`config.mk`:
```
export PLATFORM = sky130hd
export DESIGN_NAME = mrc_frame
export DESIGN_NICKNAME = d
export VERILOG_FILES = /design/src/sv/mrc_pkg.sv /design/src/sv/mrc_frame.sv
export SDC_FILE = /design/constraint.sdc
export NUM_CORES = 1
export LEC_CHECK = 0
export ABC_CLOCK_PERIOD_IN_PS = 3500
export BUFFER_PORTS_ARGS = -buffer_cell sky130_fd_sc_hd__buf_2
export CAP_MARGIN = 20
export CORE_MARGIN = 2
export CORE_UTILIZATION = 25
export CTS_BUF_LIST = sky130_fd_sc_hd__clkbuf_16
export CTS_CLUSTER_DIAMETER = 50
export DETAILED_ROUTE_END_ITERATION = 6
export PLACE_DENSITY = 0.52
export SYNTH_ARGS = -nofsm -noshare
export SYNTH_HDL_FRONTEND = slang
export SYNTH_SLANG_ARGS = --single-unit
```
`constraint.sdc`:
```
create_clock -name clock -period 3.5 [get_ports clock]
set_input_delay 0.875 -clock clock [delete_from_list [all_inputs] [get_ports clock]]
set_output_delay 0.875 -clock clock [all_outputs]
set_load 0.01 [all_outputs]
```
`src/sv/mrc_pkg.sv`:
```
// Shared types, constants and the CRC byte update of the response checker.
package mrc_pkg;

   localparam int MAX_FRAME_BYTES_DEFAULT = 256;
   localparam logic [15:0] CRC_INIT = 16'hFFFF;
   localparam logic [15:0] CRC_POLY = 16'hA001;

   // Result queue: holds up to four results, at most two added per transfer.
   localparam int RESULT_DEPTH = 4;
   localparam int PTR_W = $clog2(RESULT_DEPTH);
   localparam int CNT_W = $clog2(RESULT_DEPTH + 1);

   localparam int RSP_DATA_W = 32;

   localparam logic KIND_WORD   = 1'b0;
   localparam logic KIND_STATUS = 1'b1;

   localparam logic [1:0] STATUS_OK      = 2'd0;
   localparam logic [1:0] STATUS_CRC_BAD = 2'd1;
   localparam logic [1:0] STATUS_SHORT   = 2'd2;

   typedef struct packed {
      logic        kind;
      logic [6:0]  word_index;
      logic [15:0] word_value;
      logic [1:0]  frame_status;
      logic        last;
   } result_type;

   // Results produced by one accepted byte.
   typedef struct packed {
      logic        word_valid;
      logic        status_valid;
      logic [6:0]  word_index;
      logic [15:0] word_value;
      logic [1:0]  frame_status;
   } push_type;

   typedef struct packed {
      logic             space;
      logic [CNT_W-1:0] count;
   } fifo_status_type;

   // Reflected CRC-16 update over one byte, bit at a time.
   function automatic logic [15:0] crc_byte(input logic [15:0] crc, input logic [7:0] b);
      logic [15:0] c;
      c = crc ^ {8'h00, b};
      for (int k = 0; k < 8; k++) begin
         c = c[0] ? ((c >> 1) ^ CRC_POLY) : (c >> 1);
      end
      return c;
   endfunction

endpackage

```
`src/sv/mrc_frame.sv`:
```
// Frame tracker: CRC, byte position, data count and per-byte results.
module mrc_frame #(
   parameter int MAX_FRAME_BYTES = mrc_pkg::MAX_FRAME_BYTES_DEFAULT
) (
   input  logic              clock,
   input  logic              reset,
   input  logic              fire,
   input  logic [7:0]        rx_byte,
   input  logic              end_of_frame,
   output mrc_pkg::push_type push
);

   localparam int CW   = $clog2(MAX_FRAME_BYTES + 1);
   localparam int CMPW = (CW > 8) ? CW : 8;

   logic [15:0]   crc_ff, crc_in, crc_upd;
   logic [CW-1:0] seen_ff, seen_in;
   logic [7:0]    prev_ff, prev_in;
   logic [7:0]    older_ff, older_in;
   logic [7:0]    count_ff, count_in;

   logic          overlong;
   logic [CW-1:0] pos_minus4;
   logic [CMPW-1:0] idx_ext, half_count;
   logic          word_ok;
   logic [1:0]    status;

   assign overlong   = (seen_ff >= CW'(MAX_FRAME_BYTES));
   assign crc_upd    = (seen_ff >= CW'(2)) ? mrc_pkg::crc_byte(crc_ff, older_ff) : crc_ff;
   assign pos_minus4 = seen_ff - CW'(4);
   assign idx_ext    = CMPW'(pos_minus4 >> 1);
   assign half_count = CMPW'(count_ff >> 1);
   assign word_ok    = !overlong && (seen_ff >= CW'(4)) && !seen_ff[0]
                       && (idx_ext < half_count);

   always_comb begin
      priority if (overlong) begin
         status = mrc_pkg::STATUS_CRC_BAD;
      end else if (seen_ff < CW'(2)) begin
         status = mrc_pkg::STATUS_SHORT;
      end else if (crc_upd[7:0] == prev_ff && crc_upd[15:8] == rx_byte) begin
         status = mrc_pkg::STATUS_OK;
      end else begin
         status = mrc_pkg::STATUS_CRC_BAD;
      end
   end

   always_comb begin
      push.word_valid   = fire && word_ok;
      push.status_valid = fire && end_of_frame;
      push.word_index   = 7'(idx_ext);
      push.word_value   = {prev_ff, rx_byte};
      push.frame_status = status;
   end

   always_comb begin
      crc_in   = crc_ff;
      seen_in  = seen_ff;
      prev_in  = prev_ff;
      older_in = older_ff;
      count_in = count_ff;
      if (fire) begin
         if (end_of_frame) begin
            crc_in   = mrc_pkg::CRC_INIT;
            seen_in  = '0;
            prev_in  = '0;
            older_in = '0;
            count_in = '0;
         end else if (!overlong) begin
            crc_in   = crc_upd;
            seen_in  = seen_ff + CW'(1);
            prev_in  = rx_byte;
            older_in = prev_ff;
            if (seen_ff == CW'(2)) begin
               count_in = rx_byte;
            end
         end
      end
   end

   always_ff @(posedge clock) begin
      if (reset) begin
         crc_ff   <= mrc_pkg::CRC_INIT;
         seen_ff  <= '0;
         prev_ff  <= '0;
         older_ff <= '0;
         count_ff <= '0;
      end else begin
         crc_ff   <= crc_in;
         seen_ff  <= seen_in;
         prev_ff  <= prev_in;
         older_ff <= older_in;
         count_ff <= count_in;
      end
   end

endmodule

```
# --- Word level (Yosys, flattened, before mapping) ---
# Index checks and enable logic that the tools add are counted.
op_classes:
  addsub: 2
  n_lt_le_gt_ge: 5
  eq_ne: 4
  mux: 23
  bitwise_logic: 9
  reduce_logical: 11
ops:
  columns: ["cell", "count"]
  rows:
  - ["$mux W16", 11]
  - ["$mux W8", 7]
  - ["$not A2 Y3", 8]
  - ["$mux W9", 2]
  - ["$eq A8 B8 Y1", 2]
  - ["$xor A16 B8 Y16", 1]
  - ["$add A9 B1 Y9 const B", 1]
  - ["$eq A9 B2 Y1 const B", 1]
  - ["$ge A9 B2 Y1 const B", 1]
  - ["$ge A9 B3 Y1 const B", 1]
  - ["$ge A9 B9 Y1 const B", 1]
  - ["$lt A9 B2 Y1 const B", 1]
  - ["$sub A9 B3 Y9 const B", 1]
  - ["$lt A8 B7 Y1", 1]
  - ["$logic_and A1 B1 Y1", 6]
  - ["$mux W2", 2]
  - ["$reduce_and A3 Y1", 1]
  - ["$logic_not A1 Y1", 2]
  - ["$ne A2 B2 Y1 const B", 1]
  - ["$reduce_and A2 Y1", 1]
  - ["$reduce_bool A2 Y1", 1]
  - ["$mux W1", 1]
word_totals:
  reg_bits: 49
  in_bits: 12
  output_inout_bits: 27
  wordCells: 59

# --- Logic depth before layout (Yosys ltp) ---
# Gate-level depths: netlist (run 1).
depth:
  ltp_word: 23
  ltp_mapped: 10
  ltp_nobuf: 9

# --- Worst setup path after synthesis (run 1) ---
# Ideal clock, no wire load.
synth_path:
  path_type: "register to output"
  start: "register seen_ff[4]"
  end: "output port push[0] in the netlist's numbering"
  t_arrival_ps: 2423
  required_ps: 2625
  slack_ps: 202
  stages_incl_launch_ff: 11
  path_buffers: 2
  cell_sequence: "dfxtp_1 > buf_6 > or4_4 > or4_1 > buf_6 > inv_4 > mux2i_1 > o22ai_1 > a31o_2 > nor4_2 > a31oi_1"
synth_rtl:
  columns: ["element", "line_no", "text"]
  rows:
  - ["from (decl)", "mrc_frame.sv:17", "logic [CW-1:0] seen_ff, seen_in;"]
  - ["from (signal assigned)", "mrc_frame.sv:90", "seen_ff <= seen_in;"]
  - ["to (decl)", "mrc_frame.sv:10", "output mrc_pkg::push_type push"]

==> results.txt, run 1 <==
The flow ran to the end, but the final reports show violations. The checks that failed: setup timing. The top fanout value on the critical path came out at 6. The area share of xor/xnor cells in the synthesized design came out at 0.150.

The initial antenna violation count is 0. The final layout contains routed wiring with a total length of 7210 um. The post-synthesis simple-gate area fraction came out at 0.166. STA classifies the critical path endpoint as an output port. The overall global routing resource usage came out at 0.127. In this run the clock root is driven by a sky130_fd_sc_hd__clkbuf_16. Yosys instantiated no cell more often than sky130_fd_sc_hd__dfxtp_1. The top-level port count came out at 39.

The height of the die came out at 110 um. Of the total synthesized cell area, the portion taken by full adders, half adders and majority gates is 0.0535. For this design, the sink count on the clock tree is 48. The largest buffer count on any clock path is 2. The path class of the lowest-slack min-delay path is reg -> reg. For this run, asynchronously set or reset flops after synthesis account for 0. The synthesized design spends more area on one cell type than any other, namely sky130_fd_sc_hd__dfxtp_1. The area added between synthesis and finish came out at 18.1%.

The reported leakage power came out at 0.00139 uW. The post-route fraction of the period consumed by the critical path is 1.04. The TritonCTS buffer count is 5. The via total after detailed routing came out at 2,366.

After detailed routing, the number of remaining DRC violations is 0. The worst-case IR drop observed on VDD is 0.000232 V. The clock slew seen by the registers of the worst setup and hold paths is 0.06 ns. The starting density of the core is 0.258. Power spread over the standard cell area amounts to 349 mW/mm^2.

The global-route wire length before repair is 11,900 um. For the finished layout, the period the worst path requires is 3.64 ns. The floorplan step defined a core boundary enclosing 0.0109 sq mm. The max-cap violation count came out at 0. The number of hold violations in the final report is 0. The pin count of the biggest net entering global routing came out at 30. The number of H-tree levels is 2. Setup repair after global routing could not meet its margin everywhere. The achievable clock frequency is 275 MHz.

By count the netlist is led by sky130_fd_sc_hd__dfxtp_1, sky130_fd_sc_hd__nor2_1, sky130_fd_sc_hd__nand2_1, sky130_fd_sc_hd__a22oi_1, sky130_fd_sc_hd__xnor2_1. For this run, the register share of the synthesized area comes to 0.343. The final net count is 384.

The class of the most critical setup path is reg -> out. After synthesis, the largest family of logic cells by area is simple AND/OR/NAND/NOR gates. The area share of the leading cell type in the synthesized netlist came out at 0.343. The post-placement cell area is 0.00307 sq mm. The cell area that synthesis handed to floorplanning was 0.00280 sq mm. The worst-case setup margin in the final layout is -0.142 ns. The quantity of hold-fixing buffers added after cts came out at 0.

The worst max-slew margin expressed relative to the limit is 0.447. Sorting the synthesized cells by area gives the leading types as sky130_fd_sc_hd__dfxtp_1, sky130_fd_sc_hd__xnor2_1, sky130_fd_sc_hd__xor2_1. The compound-cell area share of the yosys netlist is 0.158. The number of enable-type register cells in the synthesized netlist came out at 0. The worst-margin pin slew came out at 0.823 ns.

The total of buffers placed on input and output ports came out at 38. The count of non-filler cells in the finished layout came out at 501. The required time of the worst setup path is 2.62 ns.

The cell count after synthesis came out at 325. The synthesis-stage register bit count is 48. In the final layout, the share of cells above drive strength 1 is 0.227. The clock skew after layout is 0.00389 ns. The average wire per standard cell came out at 14.4 um. The number of setup violations in the final report is 1.

The count of nets left with antenna violations after detail routing came out at 0. The remaining global-route overflow came out at 0. The final instance area came out at 0.00331 sq mm. The worst-case hold slack came out at 0.501 ns. The antenna diode count came out at 0.

The final RePlAce weighted congestion came out at 0.834. The HPWL after detailed placement came out at 5420 um. The clock tree from TritonCTS is built. The setup total negative slack came out at -0.142 ns. For this run, the leading register cell type out of synthesis is sky130_fd_sc_hd__dfxtp_1. The die area came out at 0.0121 sq mm.

During synthesis, Yosys emitted a total of 0 warnings. At the worst endpoint, the arrival time is 2.77 ns. The length of the first detailed-routing pass in iterations is 5. The clock insertion delay at the later pin of the skew report came out at 0.28 ns. The via count normalized by instance count came out at 4.72. The startpoint class of the critical path is a flip-flop. The final count of pins violating max slew came to 0. The number of different library cells used by synthesis comes to 43. The die is 110 um wide. The mux contribution to synthesized area came out at 0.0321. The DRC marker count from the first detailed-route iteration is 73. In this run, placement finished with an instance count of 487.

The number of global-route vias before repair came out at 2,322. The synthesized area per cell came out at 8.63 sq um. The number of fill cells in the layout is 1,164. The synthesized net count is 349. The row count came out at 38.
## placed cells by master, fill, tap and decap left out, types with 3 or more instances in the layout
| master | n |
|---|---|
| sky130_fd_sc_hd__nand2_1 | 27 |
| sky130_fd_sc_hd__xnor2_1 | 22 |
| sky130_fd_sc_hd__buf_4 | 19 |
| sky130_fd_sc_hd__a21oi_1 | 3 |
| sky130_fd_sc_hd__dfxtp_1 | 46 |
| sky130_fd_sc_hd__inv_1 | 17 |
| sky130_fd_sc_hd__nor2_1 | 46 |
| sky130_fd_sc_hd__xor2_1 | 20 |
| sky130_fd_sc_hd__ha_1 | 11 |
| sky130_fd_sc_hd__o211ai_1 | 7 |
| sky130_fd_sc_hd__a21o_1 | 5 |
| sky130_fd_sc_hd__a22oi_1 | 24 |
| sky130_fd_sc_hd__nand2b_1 | 5 |
| sky130_fd_sc_hd__buf_2 | 38 |
| sky130_fd_sc_hd__clkbuf_16 | 5 |
| sky130_fd_sc_hd__o2bb2ai_1 | 3 |
| sky130_fd_sc_hd__nand3_1 | 14 |
| sky130_fd_sc_hd__mux2i_1 | 8 |
## registers in the layout, indices dropped and copies added, names as in the netlist
register / count
prev_ff: 8
count_ff: 7
older_ff: 8
seen_ff: 9
crc_ff: 16
## report_power, final
part           internal (uW)  total, uW  switching (uW)
sequential               554        563            9.91
combinational           53.0        134            81.4
clock                    260        459             199
total                    866       1160             290
## stage by stage
stage	total power, uW	setup WS (ns)	util
6_report	1160	-0.142	0.304
5_1_grt	1210	-0.255	0.304
4_1_cts	1170	-0.167	0.298
3_5_place_dp	708	0.0599	0.282
3_3_place_gp	707	0.130	0.282
2_1_floorplan	662	0.202	-
## layout make-up
class / count / area [sq um] / share of cell area
Inverter: 19 / 78.8 / 0.0238
Multi-Input combinational cell: 228 / 1610 / 0.486
Clock buffer: 5 / 125 / 0.0378
Sequential cell: 48 / 966 / 0.292
Tap cell: 140 / 175 / 0.0529
Timing Repair Buffer: 58 / 344 / 0.104
Clock inverter: 3 / 13.8 / 0.00416
## logic make-up after synthesis
group / after synthesis
fa+ha+maj: 12
buf+inv: 49
compound gates: 57
flops: 48
simple gates: 105
xor+xnor: 45
mux: 9
## final timing paths
check,cells after the start,from,endpoint,slack [ns]
worst min register to register,2,count_ff[4]$_SDFFE_PP0P_,count_ff[4]$_SDFFE_PP0P_,0.50
worst max register to register,8,crc_ff[6]$_SDFFE_PP1P_,crc_ff[0]$_SDFFE_PP1P_,1.17
worst max-delay path,9,seen_ff[4]$_SDFFE_PP0P_,push[0],-0.14
worst min-delay path,2,count_ff[4]$_SDFFE_PP0P_,count_ff[4]$_SDFFE_PP0P_,0.50
## worst max-delay path: stages (launching register included)
cell and delay (ns):
sky130_fd_sc_hd__dfxtp_1 0.31, sky130_fd_sc_hd__or4_4 0.55, sky130_fd_sc_hd__or4_4 0.48, sky130_fd_sc_hd__inv_8 0.11, sky130_fd_sc_hd__mux2i_1 0.18, sky130_fd_sc_hd__o22ai_1 0.11, sky130_fd_sc_hd__a31o_2 0.23, sky130_fd_sc_hd__nor4_2 0.22
sky130_fd_sc_hd__a31oi_1 0.14, sky130_fd_sc_hd__buf_2 0.16
## per-layer routing
layer  track usage  routed length (um)
met4        0.0389                 138
met1         0.160                3290
met5             0                   0
met2         0.220                3530
met3        0.0225                 253
## timing repair
action / CTS / global route
pin swaps: 0 / 4
buffers inserted: 2 / 4
resized for setup: 8 / 8
endpoints found under the setup margin: 2 / 2
Note: power is estimated with default switching activity, not from simulation.
==> run 2: changes to the inputs <==
ABC_CLOCK_PERIOD_IN_PS = 3000   (was 3500)
CORE_MARGIN = 8   (was 2)
PLACE_DENSITY = 0.54   (was 0.52)
clock period = 3 ns   (was 3.5 ns; I/O delays follow)
==> results.txt, run 2 (synthesized netlist as in run 1, its figures left out) <==
The number of global-route vias before repair was 2,461. After clock tree synthesis, the clock-pin slew on the worst setup and hold paths is 0.06 ns. The length of the first detailed-routing pass in iterations came out at 4. The horizontal extent of the die is 122 um. The worst-margin pin slew is 0.738 ns. The path class of the tightest hold or removal check is reg -> reg. The average wire per standard cell is 14.9 um.

The combinational share of power is 0.118. The cell family with the largest share of critical-path delay is simple AND/OR/NAND/NOR gates. The number of hold violations in the final report came to 0.

The worst endpoint data arrival time is 2.73 ns. The sum of buffers and inverters on the critical path is 2. The clock net in this run drives a total of 48 sinks. The cell that appears most often on the critical path is sky130_fd_sc_hd__or4_4. Counting I/O delays and the setup requirement, the final critical path takes 3.48 ns. TritonCTS built the clock tree. In this run the core area contains 38 standard-cell rows. The share of layout cells above drive strength 1 is 0.266.

Setup violations remaining at the end of the flow were counted as 2. The quantity of hold-fixing buffers added after cts came out at 0. The die area came out at 0.0149 sq mm.

The max-cap violation count came out at 0. The remaining global-route overflow came out at 0. The final RePlAce weighted congestion is 0.860.

The DRC marker count from the first detailed-route iteration came out at 119. The total core area is 0.0109 sq mm. The required time of the worst setup path is 2.25 ns.

The share of total power dissipated in the clock network is 0.396. The clock skew after layout is 0.00166 ns. The area added between synthesis and finish is 23.8%. The largest buffer count on any clock path came out at 2.

The worst setup path is launched from a flip-flop. The run finished, with violations left. The net switching component of the power is 342 uW. Pin placement for this block handled 39 I/O pins.

The pin count of the biggest net entering global routing is 30. The signal on the critical path passes through or4_4 > or4_4 > inv_6 > mux2i_1 > o22ai_1 > a31o_2 > nor4_2 > a31oi_1 > buf_2. The largest vdd supply drop is 0.000246 V.

The worst setup path is of the reg -> out kind. More flip-flops sit in one register than any other, and that register is crc_ff. The number of remaining DRC errors is 0. Of the total power, the share spent switching nets is 0.252. Of all nets on the critical path, the largest fanout is 7.

The slowest stage of the critical path belongs to the cell sky130_fd_sc_hd__or4_4. The first global-routing pass estimated 12,500 um of wire. The power per standard cell area came out at 390 mW/mm^2.

After detailed routing, the number of vias per cell comes to 4.62. For this run, the share of the core covered by cells in the final layout is 0.319. Setup repair after global routing could not meet its margin everywhere.

The clock insertion delay at the later pin of the skew report came out at 0.28 ns. The final layout contains 402 nets. Leaving out fill and tap cells, the most frequent cells in the layout are sky130_fd_sc_hd__nor2_1, sky130_fd_sc_hd__dfxtp_1, sky130_fd_sc_hd__buf_2. The internal power of the cells came out at 1010 uW.

The highest cell delay on the worst timing path came out at 0.53 ns. The flip-flop count of the largest register, all copies and words added came out at 16. The final count of pins violating max slew is 0. The worst max-slew margin expressed relative to the limit is 0.507. The total detailed-routing wirelength is 7710 um.

The antenna diode count came out at 0. The cell at the root of the clock tree is sky130_fd_sc_hd__clkbuf_16. The largest registers in the layout are crc_ff x16, seen_ff x9. The type of destination of the critical path is an output port. The TritonCTS buffer count is 5.

The via total after detailed routing is 2,400. The reported leakage power is 0.00149 uW. The post-route fraction of the period consumed by the critical path is 1.16. The HPWL after detailed placement is 5990 um.

The final reports fail on setup timing. The clock tree synthesis step divided the H-tree into 2 levels. The overall global routing resource usage is 0.106. The worst-case setup margin in the final layout is -0.483 ns. On the final layout, the worst hold slack is 0.501 ns. The count of nets left with antenna violations after detail routing is 0. Of the total power, registers draw 0.486. The initial antenna violation count is 0. The achievable clock frequency is 287 MHz. In this run the tool buffered the top-level ports with 38 buffer cells. The height of the die is 122 um. The initial utilization of the core area, before any placement, comes to 0.258.
==> run 2: changes by cell type in the layout (fill, tap and decap cells not counted), moves of 2 or more <==
cell                       before  now
sky130_fd_sc_hd__buf_4         19   36
sky130_fd_sc_hd__ha_4           0    3
sky130_fd_sc_hd__clkinv_2       2    0
sky130_fd_sc_hd__ha_1          11    8
==> run 2: power groups by stage <==
stage	sequential (uW)	combinational (uW)	clock (uW)
global route	659	175	567
detailed placement	673	161	0
finish	658	160	536
floorplan	672	102	0
global placement	673	160	0
CTS	658	162	547
==> run 2: worst min-delay path, cell delays in order (launching register included) <==
cell                      delay, ns
sky130_fd_sc_hd__dfxtp_1       0.34
sky130_fd_sc_hd__nand2_1       0.06
sky130_fd_sc_hd__a21oi_1       0.05
==> run 2: what timing repair did <==
action | 4_1_cts | 5_1_grt
buffers inserted | 5 | 0
pin swaps | 6 | 0
resized for setup | 16 | 0
setup endpoints to repair | 2 | 2
==> run 2: worst paths after layout <==
| check | from | to | slack [ns] | depth (start not counted) |
|---|---|---|---|---|
| setup / recovery | seen_ff[5]$_SDFFE_PP0P_ | push[0] | -0.48 | 9 |
| hold / removal | seen_ff[0]$_SDFFE_PP0P_ | seen_ff[0]$_SDFFE_PP0P_ | 0.50 | 2 |
| setup reg to reg | seen_ff[5]$_SDFFE_PP0P_ | crc_ff[9]$_SDFFE_PP1P_ | 0.71 | 6 |
| hold reg to reg | seen_ff[0]$_SDFFE_PP0P_ | seen_ff[0]$_SDFFE_PP0P_ | 0.50 | 2 |
==> run 2: stage by stage <==
step           total power (uW)  cells  setup WS [ns]  setup TNS, ns  cell area (sq um)
2_1_floorplan               774    325         -0.156         -0.156               2820
5_1_grt                    1400    519         -0.582         -0.822               3470
3_3_place_gp                833    506         -0.172         -0.184               3230
3_5_place_dp                834    506         -0.194         -0.209               3230
4_1_cts                    1370    519         -0.499         -0.642               3470
6_report                   1350    519         -0.483         -0.610               3470
==> run 2: layout make-up <==
class,count,area [sq um]
multi-input cells,228,1640
inverters,19,78.8
flip-flops and latches,48,963
well taps,140,175
repair buffers,76,483
clock buffers,5,125
fillers,1148,7420
clock inverters,3,11.3
==> run 2: layer usage <==
metal / wire [um] / share of wire / track usage / vias up
li1: - / - / - / 1196
met1: 3490 / 0.45 / 0.130 / 1140
met2: 3830 / 0.50 / 0.188 / 52
met3: 275 / 0.036 / 0.0162 / 12
met4: 116 / 0.015 / 0.0316 / 0
met5: 0 / 0 / 0 / -
